### config.mk
export PLATFORM = sky130hd
export DESIGN_NAME = pbl_ram
export DESIGN_NICKNAME = d
export VERILOG_FILES = /design/src/hw/rtl/paraboloid_bilinear_lookup_assert.svh /design/src/hw/rtl/pbl_ram.sv
export SDC_FILE = /design/constraint.sdc
export NUM_CORES = 2
export LEC_CHECK = 0
export ABC_CLOCK_PERIOD_IN_PS = 2810
export BUFFER_PORTS_ARGS = -buffer_cell sky130_fd_sc_hd__buf_4
export CAP_MARGIN = 20
export CORE_MARGIN = 2
export CORE_UTILIZATION = 61
export DETAILED_ROUTE_END_ITERATION = 16
export PLACE_DENSITY = 0.77
export SLEW_MARGIN = 25
export SYNTH_ARGS = -nofsm -noshare
export SYNTH_HDL_FRONTEND = slang
export SYNTH_SLANG_ARGS = --single-unit
export TNS_END_PERCENT = 50
### constraint.sdc
create_clock -name clk -period 2.81 [get_ports clk]
set_input_delay 0.1405 -clock clk [delete_from_list [all_inputs] [get_ports clk]]
set_output_delay 0.1405 -clock clk [all_outputs]
set_load 0.01 [all_outputs]
### src/hw/rtl/paraboloid_bilinear_lookup_assert.svh
// Assertion macros for the paraboloid bilinear lookup block.
// Used by the top level; needs signals named clk and rst in scope.
`ifndef PARABOLOID_BILINEAR_LOOKUP_ASSERT_SVH
`define PARABOLOID_BILINEAR_LOOKUP_ASSERT_SVH
`ifndef NO_ASSERTIONS
// same-cycle implication
`define PBL_ASSERT_NOW(label, pre, post, msg) \
  label: assert property (@(posedge clk) disable iff (rst) (pre) |-> (post)) else $error(msg);
// next-cycle implication
`define PBL_ASSERT_NEXT(label, pre, post, msg) \
  label: assert property (@(posedge clk) disable iff (rst) (pre) |=> (post)) else $error(msg);
`else
`define PBL_ASSERT_NOW(label, pre, post, msg)
`define PBL_ASSERT_NEXT(label, pre, post, msg)
`endif
`endif

### src/hw/rtl/pbl_ram.sv
// Generic RAM: one write port, two registered read ports with read enable.
// No dependencies.
module pbl_ram #(
  parameter int WIDTH = 8,
  parameter int DEPTH = 256
) (
  input  logic                     clk,
  input  logic                     we,
  input  logic [$clog2(DEPTH)-1:0] waddr,
  input  logic [WIDTH-1:0]         wdata,
  input  logic                     re,
  input  logic [$clog2(DEPTH)-1:0] raddr_a,
  input  logic [$clog2(DEPTH)-1:0] raddr_b,
  output logic [WIDTH-1:0]         rdata_a,
  output logic [WIDTH-1:0]         rdata_b
);

  logic [WIDTH-1:0] mem [DEPTH];

  // write and registered reads
  always_ff @(posedge clk) begin
    if (we) begin
      mem[waddr] <= wdata;
    end
    if (re) begin
      rdata_a <= mem[raddr_a];
      rdata_b <= mem[raddr_b];
    end
  end

endmodule

Yosys cells after proc, flatten, opt, wreduce, memory -nomap -nowiden
Memories as Yosys holds them, arrays and structs flattened. A register that Yosys moved wholly into a read port is not among the register bits.
Cells that the tools add are included.

word-level totals
  bits in registers = 0
  memory bits (writable) = 2048
  input bits = 35
  logic and storage cells = 3
  memories kept = 1

memories
  memory  words  bits a word  read ports  clocked after Yosys merged registers in  wr ports  RTL line       source
  mem     256    8            2           2                                        1         pbl_ram.sv:18  logic [WIDTH-1:0] mem [DEPTH];

operators by class
  mux-type cells = 2

operators by type and width
  kind              count
  2-to-1 mux 1 bit  2

Depth between registers and ports, before layout
  depth in word-level cells = 2
  gate-level depth with buffers = 12

Worst setup path before layout
Ideal clock, no wire load.

  path type = input port to flip-flop
  start point = input port raddr_b[0]
  end point = register rdata_b[0] (read register of mem) (data pin)
  setup time = 277 ps
  arrival = 2042 ps
  required time = 2533 ps
  setup slack = 492 ps
  stages on the path = 9
  buffers on the path = 3
  path through = buf_4 buf_6 buf_2 mux4_2 mux4_2 nand2_1 a21oi_1 a21oi_1 a221oi_2

RTL lines
  what             RTL line       source
  start, declared  pbl_ram.sv:13  input logic [$clog2(DEPTH)-1:0] raddr_b,
  end, declared    pbl_ram.sv:15  output logic [WIDTH-1:0] rdata_b

==> reports/results.ini <==
[outcome]
failed_checks=negative setup slack
result_of_the_run=finished with violations

[cells_and_area]
layout-drive-gt1-share_pct=40.8
area.growth.synth_to_final_pct=16.3
layout_commonest_cell=edfxtp_1
layout.nets=5694
final_cell_count_no_fill=7924
commonest_cells_after_routing_fill_and_taps_aside=edfxtp_1, mux4_2, buf_4

[power]
power_switching_share_pct=23.4
clock_power_share_pct=40.4
power.density_cell_area_nw_per_um2=606
worst_ir_drop_vdd_mv=0.656
p_int_mw=52.4
comb_power_share_pct=9.7
power.static_leakage_nw=37.2
seq_power_share_pct=49.8
p_sw_mw=16.0

[yosys]
synthDominantAreaCellType=edfxtp_1
synth-main-ff-cell=edfxtp_1
ys_types=64
yosys.area.top_type_share_pct=63.8
netlist_area_um2=97100
syn_nets=4882
ys_ff_latch=2064
avg_synthesized_cell_area_um2=20.0
synth_seq_area_share_pct=63.8
synth_edf_count=2064
synth_cells=4847
yosysWarningCount=0
synth.area.top_cells=edfxtp_1, mux4_2, mux2i_1
postSynth.asyncResetShare_pct=0

[clocking]
numCtsBuffers=206
tritoncts_clock_tree=yes
ctsRootBufferMaster=clkbuf_16
clock_tree.htree_level_count=4
clock-sinks=2064
number_of_setup_buffers_added_after_cts=0
worst_setup_hold_path_clk_slew_ns=0.07
ctsLongestPathBuffers=3
clk-insertion-delay-late_ns=0.89

[floorplanning]
design.die.area_um2=162000
design.core.area_um2=158000
initial_utilization_pct=61.4
height_of_the_die_um=403
io-pin-count=51
placementRows=146
horizontal_extent_of_the_die_um=403

[timing]
finalMaxSlewViolations=0
fin_crit_ns=2.86
max_freq_mhz=349
rsz0062_at_grt=false
report.final.setup_viol=1
timing.final.ws_setup_ns=-0.0532
relSlewSlack_pct=24.1
layout_worst_path_cycle_share_pct=102
finalHoldViolations=0
tightestPinTransition_ns=1.12
clock-skew-final_ns=0.0495

[placed_design]
port_buffers=50
dp.final_hpwl_um=209000
post-place-cells=7503
pre_cts_ws_ns=-0.606
globalplace.congestion=1.04

[critical_path]
crit_path_top_delay_cell=o21ai_0
crit_path_max_incr_delay_ns=0.53
worst-path-max-fanout=2
cp.arrival_ns=3.51
critical_path.top_delay_family=multiplexers
crit_path_start_kind=flop
cp.buffers_inverters=2
crit_path_end_kind=flop
critPathRequiredTime_ns=3.45
crit_type=reg -> reg
crit_path_cell_trace=mux4_2 -> mux4_2 -> o21ai_0 -> buf_4 -> a32o_1 -> a311oi_1 -> buf_4

[job]
max-cap-violations=0

[global_route]
first_global_vias=59500
grt_overflow=0
grt.total_usage_pct=38.6
antenna_found_initial=27
grt_first_pass_wirelength_um=438000
grt_start_max_net_pins=124

[detailed_routing]
dr.pass1.iters=6
route.vias.total=60300
drc_errors=0
detailedRoute.firstIterationViolations=11300
drt.antenna.violating_nets=0
wl_um=310000
average_wire_per_standard_cell_um=39.1
vias_per_cell=7.61

[hold_path]
hp-class=in -> reg

-- stage by stage --
stage / hold slack (ns) / area (um^2) / power [mW] / TNS [ns] / util (%)
finish: 0.0692 / 113000 / 68.4 / -0.0532 / 71.4
global route: 0.0810 / 113000 / 69.7 / 0 / 71.4
CTS: 0.00933 / 113000 / 68.2 / 0 / 71.3
detailed placement: 0.616 / 106000 / 41.1 / -4.52 / 67.0
global placement: 0.615 / 106000 / 41.0 / -4.96 / 67.0
floorplan: 0.239 / 97100 / 38.0 / 0 / -
-- cell usage after synthesis (4+ instances only) --
cell       count
edfxtp_1    2064
a221oi_2       5
a32o_1         4
mux2i_1      236
buf_2        104
and3b_1        5
a221o_1       10
and2_1        12
buf_1         25
nand4_1       13
buf_6         44
o221ai_1      65
a211o_1        6
a22oi_1       62
and3_1         5
clkinv_1       4
nand3b_1       6
a22o_1        22
mux2_2        38
clkbuf_1     137
a221oi_1      32
nand3_1       52
nor2b_1       27
or2_2          6
nor4_1         7
buf_8         35
nand2_1      114
a31oi_1        4
buf_12         8
a2bb2oi_1      9
nor3_1        21
mux4_2      1051
o31ai_1       11
a21oi_1       79
a211oi_1      28
buf_4         42
o22ai_1       48
nand2b_1      11
o2111ai_1      4
o21bai_1       5
o211ai_1      13
nor2_1       298
nor3b_1        7
o21ai_0       34
-- cells by family after synthesis --
logic type	after synthesis	share of synthesized area (%)
DFF	2064	63.8
muxes	1325	27.2
and+or+nand+nor	591	2.69
AOI/OAI and AO/OA	466	3.53
buffers and inverters	401	2.73
-- flip-flops by register name, summed over array words and instances (netlist names) --
register,flops
rdata_a,8
rdata_b,8
mem,2048
-- routing by layer --
metal,part of all wire (%),vias up,GRT usage [%]
met3,16,1001,13.7
met5,0.057,-,0
li1,-,22700,-
met4,6.1,26,19.5
met1,33,30900,52.5
met2,45,5699,56.1
-- power groups by stage --
stage,logic (mW),registers [mW],clock network [mW]
2_1_floorplan,3.36,34.7,0
3_3_place_gp,6.28,34.7,0
3_5_place_dp,6.36,34.7,0
4_1_cts,6.43,34.1,27.7
5_1_grt,6.75,34.1,28.8
6_report,6.66,34.1,27.6
-- worst reg2reg max path: stages, from the launching register on --
cell and delay, ns:
edfxtp_1 0.40, mux4_2 0.48, mux4_2 0.49, o21ai_0 0.53
buf_4 0.25, a32o_1 0.22, a311oi_1 0.07, buf_4 0.16
-- repair_timing --
action / 4_1_cts / 5_1_grt
setup endpoints to repair: 2 / 2
hold buffers: 20 / 0
endpoints found under the hold margin: 401 / 0
resized for setup: 2 / 2
-- layout make-up --
| cell class | instances | area (um^2) |
|---|---|---|
| antenna | 18 | 45.0 |
| clock buffer | 258 | 5390 |
| clock inverter | 125 | 1310 |
| fill | 9152 | 45300 |
| inverter | 6 | 26.3 |
| multi-input combinational | 2382 | 32500 |
| sequential | 2064 | 62000 |
| tap | 2072 | 2590 |
| timing repair buffer | 999 | 9050 |
-- path summary, 6_finish.rpt --
kind                end        start  slack (ns)  depth (start not counted)
min reg2reg  rdata_b[7]  mem[188][7]        1.20                          5
max          rdata_b[7]    mem[9][7]       -0.05                          7
max reg2reg  rdata_b[7]    mem[9][7]       -0.05                          7
min          mem[62][6]     waddr[5]        0.07                          4
(Power assumes the default switching activity.)
