==> src/hw/rtl/paraboloid_bilinear_lookup_assert.svh <==
// Assertion macros for the paraboloid bilinear lookup block.
// Used by the top level; needs signals named clk and rst in scope.
`ifndef PARABOLOID_BILINEAR_LOOKUP_ASSERT_SVH
`define PARABOLOID_BILINEAR_LOOKUP_ASSERT_SVH
`ifndef NO_ASSERTIONS
// same-cycle implication
`define PBL_ASSERT_NOW(label, pre, post, msg) \
  label: assert property (@(posedge clk) disable iff (rst) (pre) |-> (post)) else $error(msg);
// next-cycle implication
`define PBL_ASSERT_NEXT(label, pre, post, msg) \
  label: assert property (@(posedge clk) disable iff (rst) (pre) |=> (post)) else $error(msg);
`else
`define PBL_ASSERT_NOW(label, pre, post, msg)
`define PBL_ASSERT_NEXT(label, pre, post, msg)
`endif
`endif

==> src/hw/rtl/pbl_pkg.sv <==
// Shared constants and types of the paraboloid bilinear lookup block.
// No dependencies; imported by pbl_axis, pbl_ndiv and the top level.
package pbl_pkg;

  localparam int MAX_GRID   = 64;
  localparam int GRID_W     = $clog2(MAX_GRID) + 1;
  localparam int SLOT_DEPTH = MAX_GRID * MAX_GRID;
  localparam int SLOT_AW    = $clog2(SLOT_DEPTH);
  localparam int AREA_DEPTH = 4096;
  localparam int AREA_AW    = $clog2(AREA_DEPTH);
  localparam int SLOT_W     = 13;
  localparam int WGT_W      = 17;
  localparam int Q16_ONE    = 65536;
  // coordinate t is at most grid << 16
  localparam int T_W        = GRID_W + 16;

  typedef enum logic [1:0] {
    KIND_LOOKUP = 2'd0,
    KIND_SLOT   = 2'd1,
    KIND_AREA   = 2'd2
  } kind_t;

  localparam logic CFG_GRID_SIZE = 1'b0;
  localparam logic CFG_UPPER     = 1'b1;

  localparam logic [SLOT_W-1:0] SLOT_EMPTY = {SLOT_W{1'b1}};

  // per-axis pipeline control
  typedef struct packed {
    logic              adv;
    logic              upper;
    logic [GRID_W-1:0] g;
  } axis_ctl_t;

endpackage

==> src/hw/rtl/pbl_ndiv.sv <==
// Weight normalization lane: q = w*65536 / sum, three register stages.
// Uses pbl_pkg.
module pbl_ndiv (
  input  logic                        clk,
  input  logic                        adv,
  input  logic [pbl_pkg::WGT_W-1:0]   w,
  input  logic [18:0]                 sum,
  output logic [pbl_pkg::WGT_W-1:0]   q
);
  import pbl_pkg::*;

  typedef struct packed {
    logic [19:0]      rem;
    logic [WGT_W-1:0] nb;
    logic [WGT_W-1:0] q;
  } ndiv_t;

  // up to six restoring steps
  function automatic ndiv_t ndiv_steps(input ndiv_t s, input logic [18:0] d, input int n);
    ndiv_t       r;
    logic [19:0] sh;
    r = s;
    for (int k = 0; k < 6; k++) begin
      if (k < n) begin
        sh   = {r.rem[18:0], r.nb[WGT_W-1]};
        r.nb = r.nb << 1;
        if (sh >= {1'b0, d}) begin
          r.rem = sh - {1'b0, d};
          r.q   = {r.q[WGT_W-2:0], 1'b1};
        end else begin
          r.rem = sh;
          r.q   = {r.q[WGT_W-2:0], 1'b0};
        end
      end
    end
    return r;
  endfunction

  // w <= sum, so w >> 1 is already below the divisor
  ndiv_t init;
  assign init = '{rem: 20'(w[WGT_W-1:1]), nb: {w[0], 16'b0}, q: '0};

  ndiv_t       n1;
  ndiv_t       n2;
  ndiv_t       n3;
  logic [18:0] n1_d;
  logic [18:0] n2_d;

  always_ff @(posedge clk) begin
    if (adv) begin
      n1   <= ndiv_steps(init, sum, 6);
      n1_d <= sum;
      n2   <= ndiv_steps(n1, n1_d, 6);
      n2_d <= n1_d;
      n3   <= ndiv_steps(n2, n2_d, 5);
    end
  end

  assign q = n3.q;

endmodule

==> config.mk <==
export PLATFORM = sky130hd
export DESIGN_NAME = pbl_ndiv
export DESIGN_NICKNAME = d
export VERILOG_FILES = /design/src/hw/rtl/paraboloid_bilinear_lookup_assert.svh /design/src/hw/rtl/pbl_pkg.sv /design/src/hw/rtl/pbl_ndiv.sv
export SDC_FILE = /design/constraint.sdc
export NUM_CORES = 1
export LEC_CHECK = 0
export BUFFER_PORTS_ARGS = -buffer_cell sky130_fd_sc_hd__buf_2
export CAP_MARGIN = 20
export CORE_AREA = 2 2 274 195
export DETAILED_ROUTE_END_ITERATION = 6
export DIE_AREA = 0 0 276 197
export SLEW_MARGIN = 20
export SYNTH_ARGS = -nofsm -noshare
export SYNTH_HDL_FRONTEND = slang
export SYNTH_SLANG_ARGS = --single-unit
==> constraint.sdc <==
create_clock -name clk -period 20.4 [get_ports clk]
set_clock_uncertainty 0.2 [all_clocks]
set_input_delay 3.06 -clock clk [delete_from_list [all_inputs] [get_ports clk]]
set_output_delay 3.06 -clock clk [all_outputs]
set_load 0.02 [all_outputs]
# After elaboration in Yosys (flattened, before gate mapping)
# Cells that the tools add are included.
# classes
muxes	47
add_sub_neg	16
magnitude_cmp	17
# op_table
operator	count
$mux W53	14
$ge A20 B19 Y1	16
$mux W19	16
$sub A19 B19 Y19	15
$ge A17 B19 Y1	1
$sub A17 B19 Y19	1
$mux W1	17
# word_totals
regBits	155
input_bits	38

# Longest topological paths before layout
# Gate-level depths: netlist of run 1.
# logic_depth
depth_word	17
mapped_depth	77
mapped_depth_nobuf	71

# Worst setup path after synthesis of run 1
# Ideal clock, no wire load.
# synth_path
kind	input to register
start	input sum[1]
end	register n1[39] (netlist name) (data pin)
t_arrival_ps	17909
setup_time_ps	261
n_path_buf	6
cell_stages	70
path_slack_ps	2030
path_cell_list	inv_1 -> ha_1 -> nor2b_1 -> o31ai_1 -> a21oi_1 -> o21bai_1 -> a21oi_1 -> o211ai_1 -> inv_1 -> clkbuf_1 -> mux2_2 -> ha_1 -> nand4_1 -> or3_1 -> or4_1 -> o211ai_1 -> o2111a_1 -> nor3b_4 -> [34 not listed] -> o211ai_2 -> clkbuf_1 -> and2_1 -> ha_1 -> o21bai_1 -> a21o_1 -> a21oi_1 -> o21ai_0 -> a31oi_1 -> nand3_1 -> nand4_1 -> a21oi_1 -> o41a_1 -> o21ba_2 -> nand2_1 -> nand2_8 -> inv_4 -> a221o_1
# synth_via
elab_chain_len	17
elab_cells_between_ends	23
# synth_lines
item	line	rtl
start: declaration	pbl_ndiv.sv:7	input logic [18:0] sum,
$sub A17 B19 Y19 / $ge A17 B19 Y1 (equally long branches)	pbl_ndiv.sv:28, pbl_ndiv.sv:27	
$mux W19	pbl_ndiv.sv:27	if (sh >= {1'b0, d}) begin
$mux W53	pbl_ndiv.sv:50	if (adv) begin
$sub A19 B19 Y19 / $ge A20 B19 Y1 (equally long branches)	pbl_ndiv.sv:28, pbl_ndiv.sv:27	
$mux W19	pbl_ndiv.sv:27	
$mux W53	pbl_ndiv.sv:50	
$sub A19 B19 Y19 / $ge A20 B19 Y1 (equally long branches)	pbl_ndiv.sv:28, pbl_ndiv.sv:27	
$mux W19	pbl_ndiv.sv:27	
$mux W53	pbl_ndiv.sv:50	
$ge A20 B19 Y1 / $sub A19 B19 Y19 (equally long branches)	pbl_ndiv.sv:27, pbl_ndiv.sv:28	
$mux W19	pbl_ndiv.sv:27	
$mux W53	pbl_ndiv.sv:50	
$sub A19 B19 Y19 / $ge A20 B19 Y1 (equally long branches)	pbl_ndiv.sv:28, pbl_ndiv.sv:27	
$mux W19	pbl_ndiv.sv:27	
$mux W53	pbl_ndiv.sv:50	
$sub A19 B19 Y19 / $ge A20 B19 Y1 (equally long branches)	pbl_ndiv.sv:28, pbl_ndiv.sv:27	
$mux W19 *	pbl_ndiv.sv:27	
end signal: assignment	pbl_ndiv.sv:51	n1 <= ndiv_steps(init, sum, 6);
end: declaration	pbl_ndiv.sv:43	ndiv_t n1;
# Every way passes the cells marked *; elsewhere a longest branch is shown, timed or not. The select of a mux whose other input is x is not followed.
# A chain may end at the register's enable or synchronous reset.

# Worst setup path after layout of run 1
# Same ends and word-level chain as after synthesis.

==> metrics.yaml, run 1 <==
die_x_um: 276
required_ps: 20360
vias: 19490
critPathBufInv: 10
period_share_pct: 95.52
placedCellCount: 3251
cts_root_buf: "clkbuf_16"
critical_path.top_delay_family: "compound AO/OA/AOI/OAI gates"
synth_area_um2: 20550
cpPeakStageDelay_ps: 510
coreArea_um2: 51670
die_area_um2: 54370
synth-seq-cells: 111
num_io_pins: 55
antenna_left: 0
path_common_cell: "a21oi_1"
h-tree-depth: 3
wl_mm: 63.95
yosysTopAreaCell: "ha_1"
insertion_delay_ps: 410
syn_nets: 2888
max_freq_ghz: 0.05132
finalSetupViolCount: 0
start_util_pct: 39.76
grt_pass1_wl_mm: 100.1
antenna_found_initial: 1
hold_path_class: "flop to flop"
dr.pass1.iters: 7
post_drt_wl_per_cell_um: 19.53
netlist_instances: 2539
area_delta_synth_final_pct: 7.119
nets: 2934
arrival_ps: 19450
synth_top_cell_area_share_pct: 18.69
avgSynthCellArea_um2: 8.093
synthFlopType: "edfxtp_1"
port_buffers: 54
gr-total-overflow: 0
worst-path-max-fanout: 17
tritoncts: "yes"
via_per_inst: 5.951
ys_types: 99
grt_setup_unrepaired: "no"
grt_pass1_vias: 17610
violations: "DRC"
cp-start-kind: "input pin"
final_hold_viol_count: 0
relSlewSlack_pct: 28.35
multi_input_area_um2: 16360
cap_violations: 0
regArea_um2: 3333
crit_type: "input pin to flop"
ys_warn_count: 0
cp-end-kind: "flop"
hpwl_mm: 52.22
ys_seq_area_share_pct: 16.22
initialDrtViolationCount: 2281
cts.sinks: 111
n_antenna_cell: 0
gr-usage-all-layers_pct: 23.16
cts-hold-fix-buffers: 0
fillCellCount: 5137
status: "finished, violations left"
die_h_um: 197
layout-drive-gt1-share_pct: 11.66
clkTransAtPathRegs_ps: 90
drcViolationCount: 4
routabilityCongestion: 0.9573
ys_top_cells_by_area: "ha_1 (19%), edfxtp_1 (16%), mux2_2 (7.0%), a21oi_1 (5.9%), xnor2_1 (5.8%)"
cts_buffers: 9
synthArstFlopShare_pct: 0
drv_slew: 0
layout.cells.non_filler: 3274
synth-edff-count: 111
grt_max_degree: 67
tightest_slew_ps: 1066
fp-row-count: 70
ctsLongestPathBuffers: 2
critPathSlowestCell: "a2111oi_2"
period_needed_ps: 19490
==> cell usage after synthesis, types with 16 or more instances <==
| cell | number |
|---|---|
| nand3_1 | 49 |
| o211ai_1 | 16 |
| o31ai_1 | 25 |
| mux2_2 | 127 |
| o21bai_1 | 42 |
| o21ai_0 | 152 |
| ha_1 | 307 |
| a211oi_1 | 29 |
| nor2_1 | 195 |
| xnor2_1 | 135 |
| and3_1 | 23 |
| nand4_1 | 25 |
| xor2_1 | 81 |
| a21o_1 | 83 |
| nor2b_1 | 41 |
| clkbuf_1 | 21 |
| or2_2 | 24 |
| a31oi_1 | 19 |
| a21oi_1 | 244 |
| buf_2 | 20 |
| a21boi_0 | 19 |
| o21a_1 | 47 |
| mux2i_1 | 22 |
| edfxtp_1 | 111 |
| nand2b_1 | 35 |
| nand2_1 | 189 |
| inv_1 | 166 |
| nor3_1 | 52 |
==> through the flow <==
stage                     setup TNS (ps)  hold WS (ps)  util [%]  area, um^2  setup WS, ps
after detailed placement          -857.3         205.7     41.83       21610        -144.9
after global placement                 0         203.0     41.83       21610         194.9
after global routing                   0         236.4     42.59       22010         17.87
after CTS                              0         224.3     42.38       21900         225.5
final                                  0         224.3     42.59       22010         913.9
after floorplan                        0         200.3         -       20550          2030
==> worst register-to-register path, delay by kind of cell (launching register included) <==
| family | cells | cell delay, ps |
|---|---|---|
| fa+ha+maj | 6 | 2100 |
| flops | 1 | 620 |
| buf+inv | 6 | 1620 |
| mux | 5 | 1990 |
| compound gates | 33 | 9370 |
| simple gates | 12 | 3010 |
==> timing repair <==
item / CTS / global route
endpoints found under the hold margin: 0 / 0
gates resized for setup: 0 / 9
endpoints found under the setup margin: 0 / 38
setup buffers: 0 / 6
==> state kept, by name, summed over array words and instances, names as in the netlist <==
signal / flops
n1: 25
n1_d: 19
q: 17
n2: 31
n2_d: 19
==> final cells by class <==
cell class / count / area share (%)
inverter: 178 / 3.081
multi-input combinational: 2204 / 74.31
sequential: 111 / 15.14
tap: 684 / 3.888
clock inverter: 7 / 0.2786
timing repair buffer: 81 / 2.274
clock buffer: 9 / 1.023
==> kinds of logic after synthesis <==
| family | count (synthesis) | share of synthesized area (%) |
|---|---|---|
| AOI/OAI and AO/OA | 814 | 25.92 |
| muxes | 156 | 8.464 |
| DFF | 111 | 16.22 |
| buffers and inverters | 225 | 4.390 |
| and+or+nand+nor | 706 | 16.71 |
| xor gates and xnor gates | 216 | 9.207 |
| adders and majority gates | 311 | 19.08 |
==> metal layers <==
layer	GRT usage (%)	wire [um]	up-vias	part of all wire [%]
li1	-	-	9530	-
met1	37.83	34390	9220	54
met2	29.93	23150	705	36
met4	3.481	539	0	0.84
met3	5.441	5864	30	9.2
met5	0	0	-	0
==> cells in the final DEF, fill, tap and decap left out, types with 29 or more instances in the layout <==
cell      netlist  final
a21oi_1       244    243
nor2_1        195    195
ha_1          307    307
o21ai_0       152    152
a21o_1         83     83
nor2b_1        41     41
buf_2          20     53
a211oi_1       29     29
inv_1         166    165
o21a_1         47     47
o21bai_1       42     41
mux2_2        127    127
xnor2_1       135    135
nand2_1       189    188
nand3_1        49     49
nor3_1         52     52
xor2_1         81     81
edfxtp_1      111    111
nand2b_1       35     35
==> path summary, 6_finish.rpt <==
| path | start | end | slack (ps) | cells past startpoint |
|---|---|---|---|---|
| setup / recovery | sum[1] | n1[39] | 910 | 70 |
| hold / removal | n1[1] | n2[7] | 220 | 0 |
| setup reg to reg | n1_d[1] | n2[41] | 1200 | 62 |
| hold reg to reg | n1[1] | n2[7] | 220 | 0 |
Power of run 1 is not shown: default switching activity piles up to over one toggle a cycle in this logic, so the estimate is an artifact.
==> run 2: changes to the inputs <==
--- a/config.mk
+++ b/config.mk
@@ -10,6 +10,7 @@
 export CORE_AREA = 2 2 274 195
 export DETAILED_ROUTE_END_ITERATION = 6
 export DIE_AREA = 0 0 276 197
+export PLACE_DENSITY_LB_ADDON = 0.08
 export SLEW_MARGIN = 20
 export SYNTH_ARGS = -nofsm -noshare
 export SYNTH_HDL_FRONTEND = slang
==> run 2 against run 1 <==
  * The run still ends with DRC left
  * Flip-flop and latch count unchanged
  * Worst setup slack got worse by 100 ps
  * Non-clock buffer count is 6 higher
  * First-iteration DRC count shrank 20%
  * Sequential share of layout area about the same
  * Final area increased by 0.30%
  * Utilization increased by 0.13 points
  * Critical endpoint unchanged
==> metrics.yaml, run 2 (same netlist as run 1, synthesis figures left out) <==
tightest_slew_ps: 940.9
grt_setup_unrepaired: "no"
cts_root_buf: "clkbuf_16"
period_needed_ps: 19590
final_hold_viol_count: 0
largest_register_ffs: 31
cpPeakStageDelay_ps: 560
coreArea_um2: 51670
routabilityCongestion: 0.9507
ctsLongestPathBuffers: 2
worstHoldStart: "n2[10]"
mostFrequentLayoutCells: "ha_1 (307), a21oi_1 (241), nor2_1 (195)"
cap_violations: 0
via_per_inst: 5.877
status: "finished, violations left"
period_share_pct: 96.03
drv_slew: 0
gr-usage-all-layers_pct: 23.84
port_buffers: 54
antenna_left: 0
r2r-start: "n1_d[1]"
grt_pass1_vias: 17550
grt_pass1_wl_mm: 102.0
hpwl_mm: 54.18
critPathSlowestCell: "or4_1"
die_x_um: 276
die_area_um2: 54370
grt_max_degree: 72
worst-path-max-fanout: 13
placed_cell_area_um2: 21660
num_io_pins: 55
post_drt_wl_per_cell_um: 20.19
gr-total-overflow: 0
h-tree-depth: 3
max_freq_ghz: 0.05105
reg2reg_slack_ps: 1630
holdWs_ps: 222.8
cp-end-kind: "flop"
arrival_ps: 19550
start_util_pct: 39.76
min_to: "q[15]"
cts_buffers: 9
vias: 19280
reg2regPathDepth: 62
antenna_found_initial: 4
dr.pass1.iters: 7
cts.sinks: 111
relSlewSlack_pct: 37.27
drcViolationCount: 4
n_antenna_cell: 0
area_delta_synth_final_pct: 7.435
wl_mm: 66.23
reg2reg_to: "n2[51]"
layout-drive-gt1-share_pct: 12.06
clkTransAtPathRegs_ps: 90
layout_commonest_cell: "ha_1"
initialDrtViolationCount: 1816
tritoncts: "yes"
insertion_delay_ps: 400
hold_path_class: "flop to flop"
top_register: "n2"
crit_type: "input pin to flop"
cp-start-kind: "input pin"
violations: "DRC"
fp-row-count: 70
finalSetupViolCount: 0
required_ps: 20360
stdcell_area_um2: 22070
hold_depth: 0
die_h_um: 197
nets: 2940
finalSetupTns_ps: 0
largestRegisters: "n2 (31), n1 (25)"
==> run 2: cell count changes in the layout (fill, tap and decap cells not counted), moves of 2 or more <==
cell and change:
buf_4 +6, a21oi_1 -2, a21oi_2 +2, clkinvlp_4 +2, inv_8 -2, o21ai_0 -2, o21ai_1 +2
==> run 2: metal layers <==
layer	vias to the layer above	GRT usage (%)	wire [um]
met5	-	0	0
met4	0	3.339	593
met3	31	3.319	4019
met2	577	32.02	24540
met1	9124	39.48	37080
li1	9543	-	-
==> run 2: worst max-delay path: cells and delay by family <==
kind | cells | cell delay, ps
AOI/OAI and AO/OA | 36 | 8980
and+or+nand+nor | 13 | 2820
adders and majority gates | 6 | 2330
buffers and inverters | 9 | 1510
muxes | 2 | 660
xor gates and xnor gates | 1 | 140
==> run 2: final cells by class <==
cell class / instances / area (um^2)
Clock buffer: 10 / 229.0
Inverter: 178 / 681.9
Multi-Input combinational cell: 2204 / 16400
Tap cell: 684 / 855.8
Timing Repair Buffer: 87 / 536.8
Clock inverter: 6 / 42.54
Sequential cell: 111 / 3333
Fill cell: 5193 / 29600
==> run 2: repair_timing <==
item	in CTS	in global routing
buffers inserted	0	6
hold buffers	0	0
cloned	0	1
gates resized for setup	1	17
endpoints found under the setup margin	16	20
pin swaps	0	4
==> run 2: worst max path at each step <==
stage                     startpoint  endpoint  slack, ps  cells after the start
after global routing          sum[1]    n1[39]          5                     72
after detailed placement      sum[1]    n1[39]       -590                     64
final                         sum[1]    n1[39]        810                     67
after CTS                     sum[1]    n1[39]         30                     65
after floorplan               sum[1]    n1[39]       2030                     70
after global placement        sum[1]    n1[39]       -130                     64
==> run 2: stage by stage <==
| step | util, % | std cells | setup slack [ps] |
|---|---|---|---|
| 6_report | 42.72 | 3280 | 809.6 |
| 5_1_grt | 42.72 | 3280 | 5.123 |
| 4_1_cts | 42.46 | 3273 | 25.47 |
| 3_5_place_dp | 41.92 | 3257 | -592.0 |
| 3_3_place_gp | 41.92 | 3257 | -125.4 |
| 2_1_floorplan | - | 2539 | 2030 |
Power of run 2 is left out for the same reason.
