[src/hw/rtl/paraboloid_bilinear_lookup_assert.svh]
// Assertion macros for the paraboloid bilinear lookup block.
// Used by the top level; needs signals named clk and rst in scope.
`ifndef PARABOLOID_BILINEAR_LOOKUP_ASSERT_SVH
`define PARABOLOID_BILINEAR_LOOKUP_ASSERT_SVH
`ifndef NO_ASSERTIONS
// same-cycle implication
`define PBL_ASSERT_NOW(label, pre, post, msg) \
  label: assert property (@(posedge clk) disable iff (rst) (pre) |-> (post)) else $error(msg);
// next-cycle implication
`define PBL_ASSERT_NEXT(label, pre, post, msg) \
  label: assert property (@(posedge clk) disable iff (rst) (pre) |=> (post)) else $error(msg);
`else
`define PBL_ASSERT_NOW(label, pre, post, msg)
`define PBL_ASSERT_NEXT(label, pre, post, msg)
`endif
`endif

[src/hw/rtl/pbl_pkg.sv]
// Shared constants and types of the paraboloid bilinear lookup block.
// No dependencies; imported by pbl_axis, pbl_ndiv and the top level.
package pbl_pkg;

  localparam int MAX_GRID   = 64;
  localparam int GRID_W     = $clog2(MAX_GRID) + 1;
  localparam int SLOT_DEPTH = MAX_GRID * MAX_GRID;
  localparam int SLOT_AW    = $clog2(SLOT_DEPTH);
  localparam int AREA_DEPTH = 4096;
  localparam int AREA_AW    = $clog2(AREA_DEPTH);
  localparam int SLOT_W     = 13;
  localparam int WGT_W      = 17;
  localparam int Q16_ONE    = 65536;
  // coordinate t is at most grid << 16
  localparam int T_W        = GRID_W + 16;

  typedef enum logic [1:0] {
    KIND_LOOKUP = 2'd0,
    KIND_SLOT   = 2'd1,
    KIND_AREA   = 2'd2
  } kind_t;

  localparam logic CFG_GRID_SIZE = 1'b0;
  localparam logic CFG_UPPER     = 1'b1;

  localparam logic [SLOT_W-1:0] SLOT_EMPTY = {SLOT_W{1'b1}};

  // per-axis pipeline control
  typedef struct packed {
    logic              adv;
    logic              upper;
    logic [GRID_W-1:0] g;
  } axis_ctl_t;

endpackage

[src/hw/rtl/pbl_axis.sv]
// Axis projection pipeline: t = floor((c+d)*g*32768/d) - 32768, saturated.
// Six register stages; uses pbl_pkg.
module pbl_axis (
  input  logic                       clk,
  input  pbl_pkg::axis_ctl_t         ctl,
  input  logic signed [15:0]         c,
  input  logic signed [15:0]         z,
  output logic [pbl_pkg::T_W-1:0]    t
);
  import pbl_pkg::*;

  localparam int Q_W   = T_W + 1;
  localparam int SH    = Q_W - 15;
  localparam int STEPS = 8;

  typedef struct packed {
    logic [16:0]    rem;
    logic [Q_W-1:0] nb;
    logic [Q_W-1:0] q;
  } div_t;

  // eight restoring division steps
  function automatic div_t div_steps(input div_t s, input logic [15:0] d);
    div_t        r;
    logic [16:0] sh;
    r = s;
    for (int k = 0; k < STEPS; k++) begin
      sh   = {r.rem[15:0], r.nb[Q_W-1]};
      r.nb = r.nb << 1;
      if (sh >= {1'b0, d}) begin
        r.rem = sh - {1'b0, d};
        r.q   = {r.q[Q_W-2:0], 1'b1};
      end else begin
        r.rem = sh;
        r.q   = {r.q[Q_W-2:0], 1'b0};
      end
    end
    return r;
  endfunction

  // stage 1: denominator, sign fold, numerator sum
  logic [16:0] d_raw;
  logic [16:0] c_ext;
  logic [16:0] c_adj;
  logic [15:0] d_abs;
  logic [17:0] sum;

  always_comb begin
    c_ext = {c[15], c};
    d_raw = ctl.upper ? ({z[15], z} + 17'd16384) : (17'd16384 - {z[15], z});
    d_abs = d_raw[16] ? 16'(17'd0 - d_raw) : d_raw[15:0];
    c_adj = d_raw[16] ? (17'd0 - c_ext) : c_ext;
    sum   = {c_adj[16], c_adj} + {2'b00, d_abs};
  end

  logic [17:0] s1_sum;
  logic [15:0] s1_d;
  logic        s1_dzero;
  logic        s1_cpos;

  always_ff @(posedge clk) begin
    if (ctl.adv) begin
      s1_sum   <= sum;
      s1_d     <= d_abs;
      s1_dzero <= (d_raw == 17'd0);
      s1_cpos  <= !c[15];
    end
  end

  // stage 2: scale by grid size
  logic [T_W-1:0] s2_p;
  logic [15:0]    s2_d;
  logic           s2_hi;
  logic           s2_lo;

  always_ff @(posedge clk) begin
    if (ctl.adv) begin
      s2_p  <= T_W'(s1_sum[16:0]) * T_W'(ctl.g);
      s2_d  <= s1_d;
      s2_hi <= s1_dzero && s1_cpos;
      s2_lo <= (s1_dzero && !s1_cpos) || (!s1_dzero && s1_sum[17]);
    end
  end

  // stage 3: overflow check and first quotient bits
  div_t div_init;
  assign div_init = '{rem: 17'(s2_p[T_W-1:SH]), nb: {s2_p[SH-1:0], 15'b0}, q: '0};

  div_t        s3_div;
  logic [15:0] s3_d;
  logic        s3_hi;
  logic        s3_lo;
  logic        s3_ovf;

  always_ff @(posedge clk) begin
    if (ctl.adv) begin
      s3_div <= div_steps(div_init, s2_d);
      s3_d   <= s2_d;
      s3_hi  <= s2_hi;
      s3_lo  <= s2_lo;
      s3_ovf <= (25'(s2_p) >= {s2_d, {SH{1'b0}}});
    end
  end

  // stages 4 and 5: remaining quotient bits
  div_t        s4_div;
  div_t        s5_div;
  logic [15:0] s4_d;
  logic        s4_hi;
  logic        s4_lo;
  logic        s4_ovf;
  logic        s5_hi;
  logic        s5_lo;
  logic        s5_ovf;

  always_ff @(posedge clk) begin
    if (ctl.adv) begin
      s4_div <= div_steps(s3_div, s3_d);
      s4_d   <= s3_d;
      s4_hi  <= s3_hi;
      s4_lo  <= s3_lo;
      s4_ovf <= s3_ovf;
      s5_div <= div_steps(s4_div, s4_d);
      s5_hi  <= s4_hi;
      s5_lo  <= s4_lo;
      s5_ovf <= s4_ovf;
    end
  end

  // stage 6: subtract half a texel and saturate
  logic [T_W-1:0] hi;
  logic [Q_W-1:0] tm;
  logic [T_W-1:0] t_next;

  always_comb begin
    hi = {ctl.g, 16'b0};
    tm = s5_div.q - Q_W'(32768);
    if (s5_hi || (!s5_lo && s5_ovf)) begin
      t_next = hi;
    end else if (s5_lo || (s5_div.q < Q_W'(32768))) begin
      t_next = '0;
    end else if (tm > Q_W'(hi)) begin
      t_next = hi;
    end else begin
      t_next = T_W'(tm);
    end
  end

  always_ff @(posedge clk) begin
    if (ctl.adv) begin
      t <= t_next;
    end
  end

endmodule

[config.mk]
export PLATFORM = sky130hd
export DESIGN_NAME = pbl_axis
export DESIGN_NICKNAME = d
export VERILOG_FILES = /design/src/hw/rtl/paraboloid_bilinear_lookup_assert.svh /design/src/hw/rtl/pbl_pkg.sv /design/src/hw/rtl/pbl_axis.sv
export SDC_FILE = /design/constraint.sdc
export NUM_CORES = 2
export LEC_CHECK = 0
export ABC_AREA = 1
export BUFFER_PORTS_ARGS = -buffer_cell sky130_fd_sc_hd__buf_2
export CAP_MARGIN = 20
export CORE_MARGIN = 2
export CORE_UTILIZATION = 24
export DETAILED_ROUTE_END_ITERATION = 8
export HOLD_SLACK_MARGIN = 0.06
export PLACE_DENSITY = 0.43
export SLEW_MARGIN = 5
export SYNTH_ARGS = -nofsm -noshare
export SYNTH_HDL_FRONTEND = slang
export SYNTH_SLANG_ARGS = --single-unit
[constraint.sdc]
create_clock -name clk -period 24.9 [get_ports clk]
set_input_delay 4.98 -clock clk [delete_from_list [all_inputs] [get_ports clk]]
set_output_delay 4.98 -clock clk [all_outputs]
set_load 0.01 [all_outputs]
Word-level counts from Yosys, hierarchy flattened
Cells that the tools add are included.

$mul: 1. Bitwise gates (word level): 0. Magnitude comparators: 27. Div/mod/pow operators: 0. Add/sub/neg operators: 29. Shifts and indexed selects: 0. Reduce and logical (&&, ||, !) cells: 13. Equality and inequality tests: 0. Multiplexer cells: 74.

Operators by type and width (number): $mux W16 (45); $ge A17 B16 Y1 (23); $sub A16 B16 Y16 (22); $mux W23 (3); $mux W17 (2); $ge A23 B25 Y1 (1); $gt A24 B23 Y1 (1); $lt A24 B16 Y1 const B (1); $mux W1 (24); $sub A24 B16 Y24 const B (1); $mul A17 B7 Y23 (1); $add A17 B17 Y18 (1); $add A16 B16 Y17 const B (1); $logic_not A17 Y1 (1); $sub A1 B16 Y17 const A (1); $sub A16 B16 Y17 const A (1); $ge A15 B16 Y1 (1); $sub A1 B16 Y16 const A (1); $sub A15 B16 Y16 (1); $logic_and A1 B1 Y1 (4); $logic_not A1 Y1 (4); $logic_or A1 B1 Y1 (3); $reduce_or A3 Y1 (1).

Logic and storage cells: 172. Memories: 0. Output and inout port bits: 23. Bits in latches: 0. Bits in writable memories: 0. Input bits: 42. Memory bits (read-only): 0. Flip-flop bits (word level): 222.

Logic depth before layout (Yosys ltp)
Depth after elaboration: 23. Mapped depth: 126. Mapped depth without buffers: 115.

Least setup slack after synthesis
OpenSTA, ideal clock, no wires.

Kind: flip-flop to flip-flop. From: register s2_d[1]. To: register s3_div[58] (netlist bit), data pin. Period minus slack after synthesis: 16.139 ns. Stages on the path, launching flop included: 108. Library setup time: 0.252 ns. Data arrival time: 15.887 ns. Setup slack: 8.761 ns. Path buffers: 10. Data required time: 24.648 ns. Cells stage by stage: edfxtp_1 inv_1 fa_1 nand3_1 nand2_1 nand2_1 nand2_1 nand2_1 nand3_2 inv_1 clkbuf_1 o21ai_0 ha_1 a21oi_1 nor2_1 nor2_1 nand2_1 nand2_1 [... 72 more ...] o21a_1 nand3_4 buf_6 o21ai_1 ha_1 a21o_1 a21oi_1 o21ai_0 a21oi_1 o21bai_1 nand2_1 o2111ai_1 a21oi_1 o41ai_1 nand3b_4 buf_6 nand2_1 nand2_1.

Longest elaborated chain between the ends: 23. Elaborated cells between the ends (all ways): 31. Classes of those cells: 8 x add/sub; 8 x order compare; 15 x mux.

Ends and longest elaborated chain: start, declared (RTL line pbl_axis.sv:72) `logic [15:0] s2_d;`; start signal, assigned (RTL line pbl_axis.sv:79) `s2_d <= s1_d;`; $sub A15 B16 Y16 / $ge A15 B16 Y1 (equally long branches) (RTL line pbl_axis.sv:31, pbl_axis.sv:30); $mux W16 (RTL line pbl_axis.sv:30) `if (sh >= {1'b0, d}) begin`; $mux W16 (RTL line pbl_axis.sv:96) `if (ctl.adv) begin`; $sub A16 B16 Y16 / $ge A17 B16 Y1 (equally long branches) (RTL line pbl_axis.sv:31, pbl_axis.sv:30); $mux W16 (RTL line pbl_axis.sv:30); $mux W16 (RTL line pbl_axis.sv:96); $sub A16 B16 Y16 / $ge A17 B16 Y1 (equally long branches) (RTL line pbl_axis.sv:31, pbl_axis.sv:30); $mux W16 (RTL line pbl_axis.sv:30); [... 7 more ...]; $sub A16 B16 Y16 / $ge A17 B16 Y1 (equally long branches) (RTL line pbl_axis.sv:31, pbl_axis.sv:30); $mux W16 (RTL line pbl_axis.sv:30); $mux W16 (RTL line pbl_axis.sv:96); $sub A16 B16 Y16 / $ge A17 B16 Y1 (equally long branches) (RTL line pbl_axis.sv:31, pbl_axis.sv:30); $mux W16 (RTL line pbl_axis.sv:30); $mux W16 (RTL line pbl_axis.sv:96); $sub A16 B16 Y16 / $ge A17 B16 Y1 (equally long branches) (RTL line pbl_axis.sv:31, pbl_axis.sv:30); $mux W16 * (RTL line pbl_axis.sv:30); end signal, assigned (RTL line pbl_axis.sv:97) `s3_div <= div_steps(div_init, s2_d);`; end, declared (RTL line pbl_axis.sv:89) `div_t s3_div;`.

Every way passes the cells marked *; elsewhere a longest branch is shown, timed or not. The select of a mux whose other input is x is not followed. A chain may end at the register's enable or synchronous reset.

Final worst setup path
From: register s3_d[7]. To: register s4_div[63] (netlist bit), data pin.

Longest elaborated chain between the ends: 23. Elaborated cells between the ends (all ways): 31. Classes of those cells: 8 x add/sub; 8 x order compare; 15 x mux.

Ends and longest elaborated chain: start, declared (RTL line pbl_axis.sv:90) `logic [15:0] s3_d;`; start signal, assigned (RTL line pbl_axis.sv:98) `s3_d <= s2_d;`; $sub A16 B16 Y16 / $ge A17 B16 Y1 (equally long branches) (RTL line pbl_axis.sv:31, pbl_axis.sv:30); $mux W16 (RTL line pbl_axis.sv:30); $mux W16 (RTL line pbl_axis.sv:117) `if (ctl.adv) begin`; $sub A16 B16 Y16 / $ge A17 B16 Y1 (equally long branches) (RTL line pbl_axis.sv:31, pbl_axis.sv:30); $mux W16 (RTL line pbl_axis.sv:30); $mux W16 (RTL line pbl_axis.sv:117); $sub A16 B16 Y16 / $ge A17 B16 Y1 (equally long branches) (RTL line pbl_axis.sv:31, pbl_axis.sv:30); $mux W16 (RTL line pbl_axis.sv:30); [... 7 more ...]; $sub A16 B16 Y16 / $ge A17 B16 Y1 (equally long branches) (RTL line pbl_axis.sv:31, pbl_axis.sv:30); $mux W16 (RTL line pbl_axis.sv:30); $mux W16 (RTL line pbl_axis.sv:117); $sub A16 B16 Y16 / $ge A17 B16 Y1 (equally long branches) (RTL line pbl_axis.sv:31, pbl_axis.sv:30); $mux W16 (RTL line pbl_axis.sv:30); $mux W16 (RTL line pbl_axis.sv:117); $sub A16 B16 Y16 / $ge A17 B16 Y1 (equally long branches) (RTL line pbl_axis.sv:31, pbl_axis.sv:30); $mux W16 * (RTL line pbl_axis.sv:30); end signal, assigned (RTL line pbl_axis.sv:118) `s4_div <= div_steps(s3_div, s3_d);`; end, declared (RTL line pbl_axis.sv:106) `div_t s4_div;`.

Marks and branches as above.

==> flow_metrics.tcl <==
set metrics [dict create \
    postSynthCellCount 4801 \
    port_buffers 64 \
    synth_most_common_cell "nand2_1" \
    clkLatencyLatePin_ns 0.59 \
    grt-ovfl-total 0 \
    dp_cells 6691 \
    cp-end-kind "flip-flop" \
    cts_max_path_buffers 3 \
    rrSetupSlack_ns 3.68 \
    core.rowCount 138 \
    netlist_area_mm2 0.03403 \
    synth_seq_cells 222 \
    yosysUniqueCellTypes 62 \
    critPathBufInv 9 \
    yosysTopAreaCellShare_pct 19.59 \
    wl_per_cell_um 16.67 \
    cp-start-kind "flip-flop" \
    gp_congestion 0.8982 \
    vias 31310 \
    tns_ns 0 \
    crit_slowest_cell "inv_1" \
    routed_wirelength_um 112500 \
    synthesis.nets 5381 \
    die_area_mm2 0.1448 \
    seq_area_frac_synth_pct 19.59 \
    crit_top_cell "nand2_1" \
    first_pass_iters 5 \
    layout.cells.non_filler 6748 \
    cts_made_buffers 29 \
    rr_endpoint "s4_div[63]$_DFFE_PP_" \
    start_util_pct 24.12 \
    cpLargestDelayFamily "compound AO/OA/AOI/OAI gates" \
    ys_warn_count 0 \
    drt_iter0_drc 2149 \
    whs_ns 0.4172 \
    grt_pass1_vias 30090 \
    die_w_um 380.5 \
    final_nets 5412 \
    drive_gt1_share_pct 5.644 \
    cts_sinks 222 \
    synthTopCellsByCount "nand2_1 (1257), inv_1 (653), ha_1 (453), a21oi_1 (393), nor2_1 (276)" \
    syn_area_per_cell_um2 7.087 \
    finalMaxSlewViolations 0 \
    pin_count 65 \
    cts_setup_buffers 0 \
    use_met3_pct 2.274 \
    synth_edf_count 222 \
    fin_skew_ns 0.02210 \
    root_buffer "clkbuf_16" \
    crit_path_start "s3_d[7]$_DFFE_PP_" \
    ctsHtreeMaxLevel 1 \
    cp_data_required_time_ns 25.19 \
    globalRouteMet2Util_pct 24.09 \
    relSlewSlack_pct 36.54 \
    hpwl_um 89580 \
    drc 0 \
    setup.worst_path.class "reg -> reg" \
    arrival_ns 21.51 \
    cts_tree "done" \
    crit_end "s4_div[63]$_DFFE_PP_" \
    yosys_most_used_dff "edfxtp_1" \
    worst_pin_slew_ns 0.9520 \
    grt_usage_pct 15.17 \
    holdBufCountCts 0 \
    postRouteAntennaNets 0 \
    status "finished clean" \
    async_reset_ff_share_pct 0 \
    synth_area_leader_cell "edfxtp_1" \
    setup_violations 0 \
    clkTransAtPathRegs_ns 0.06 \
    antenna_found_initial 21 \
    rsz0062_at_grt "false" \
    top_usage_layer "met2" \
    core_mm2 0.1411 \
    die_h_um 380.5 \
    grt_pass1_wl_um 174800 \
    hold_path.class "reg -> reg" \
    finalHoldViolCount 0 \
    grt_max_degree 102 \
    synth.area.top_cells "edfxtp_1 (20%), ha_1 (17%), nand2_1 (14%)" \
    fmax_mhz 47.13 \
    area_growth_pct 9.682 \
    max_stage_delay_ns 0.59 \
    vias_per_cell 4.640 \
    period_minus_slack_ns 21.22 \
    regToRegStartpoint "s3_d[7]$_DFFE_PP_" \
    final_util_pct 26.46 \
    cp_max_fo 27 \
    min_period_over_period_pct 85.21 \
    crit_cells 101 \
    grt.met1_usage_pct 21.35 \
    worst-r2r-cell-count 101 \
    cts-resized-gates 0 \
    cap_violations 0 \
]
==> cells in the final DEF, fill, tap and decap left out, types with 9 or more instances in the layout <==
master | Yosys | routed
fa_1 | 85 | 85
nor2_1 | 276 | 276
buf_4 | 17 | 20
ha_1 | 453 | 453
edfxtp_1 | 222 | 222
xor2_1 | 217 | 217
a211oi_1 | 15 | 15
buf_2 | 26 | 63
nor3_1 | 53 | 53
nor4_1 | 20 | 20
a21oi_1 | 393 | 393
o21bai_1 | 34 | 34
o211ai_1 | 9 | 9
a31oi_1 | 23 | 23
xnor2_1 | 144 | 144
o21ai_1 | 50 | 50
a21boi_0 | 19 | 19
inv_1 | 653 | 653
or2_2 | 32 | 32
inv_2 | 14 | 14
nand4_1 | 49 | 49
nor2_2 | 12 | 12
o2111ai_1 | 13 | 13
clkbuf_16 | 0 | 29
nand3_2 | 16 | 16
nand2_1 | 1257 | 1257
o21ai_0 | 257 | 257
o21ai_2 | 13 | 13
a21o_1 | 26 | 26
nand3_1 | 244 | 244
nand2_2 | 16 | 16
==> stage by stage <==
step	setup WS (ns)	instance area [um^2]
2_1_floorplan	8.761	34030
3_3_place_gp	3.490	36360
3_5_place_dp	3.531	36360
4_1_cts	3.441	37310
5_1_grt	1.277	37320
6_report	3.683	37320
==> flip-flops by register name, summed over array words and instances (netlist names), 16 cells and up <==
register,cells
s2_d,16
s1_d,16
t,23
s2_p,23
s4_d,16
s1_sum,18
s3_div,25
s4_div,32
s5_div,24
s3_d,16
==> how the worst min path moves through the flow <==
stage,from,to,cells after the start
final,s4_div[14]$_DFFE_PP_,s5_div[22]$_DFFE_PP_,0
after global routing,s4_div[15]$_DFFE_PP_,s5_div[23]$_DFFE_PP_,0
after CTS,s1_d[4]$_DFFE_PP_,s2_d[4]$_DFFE_PP_,0
after detailed placement,s1_d[4]$_DFFE_PP_,s2_d[4]$_DFFE_PP_,0
after global placement,s4_div[8]$_DFFE_PP_,s5_div[16]$_DFFE_PP_,0
after floorplan,s1_d[0]$_DFFE_PP_,s2_d[0]$_DFFE_PP_,0
==> final cells by class <==
class | count | area (um^2)
Antenna cell | 3 | 7.507
Clock buffer | 35 | 748.2
Clock inverter | 19 | 202.7
Fill cell | 15670 | 103700
Inverter | 668 | 2510
Multi-Input combinational cell | 3827 | 24340
Sequential cell | 222 | 6666
Tap cell | 1890 | 2365
Timing Repair Buffer | 84 | 480.5
==> metal layers <==
layer	vias up	wire length (um)
met3	161	5474
li1	16090	-
met1	14450	55100
met4	16	3121
met2	601	48680
met5	-	104
==> logic make-up (layout without fill, tap and decap cells) <==
group | Yosys count | after routing | share of synthesized area (%)
AND/OR/NAND/NOR | 2021 | 2021 | 25.55
AO/OA/AOI/OAI | 905 | 905 | 14.97
buffers and inverters | 752 | 806 | 8.873
adder cells (fa/ha/maj) | 538 | 538 | 21.66
XOR/XNOR | 361 | 361 | 9.292
flip-flops | 222 | 222 | 19.59
multiplexers | 2 | 2 | 0.05884
other | 0 | 3 | 0
Power is not shown: default switching activity piles up to over one toggle a cycle in this logic, so the estimate is an artifact.
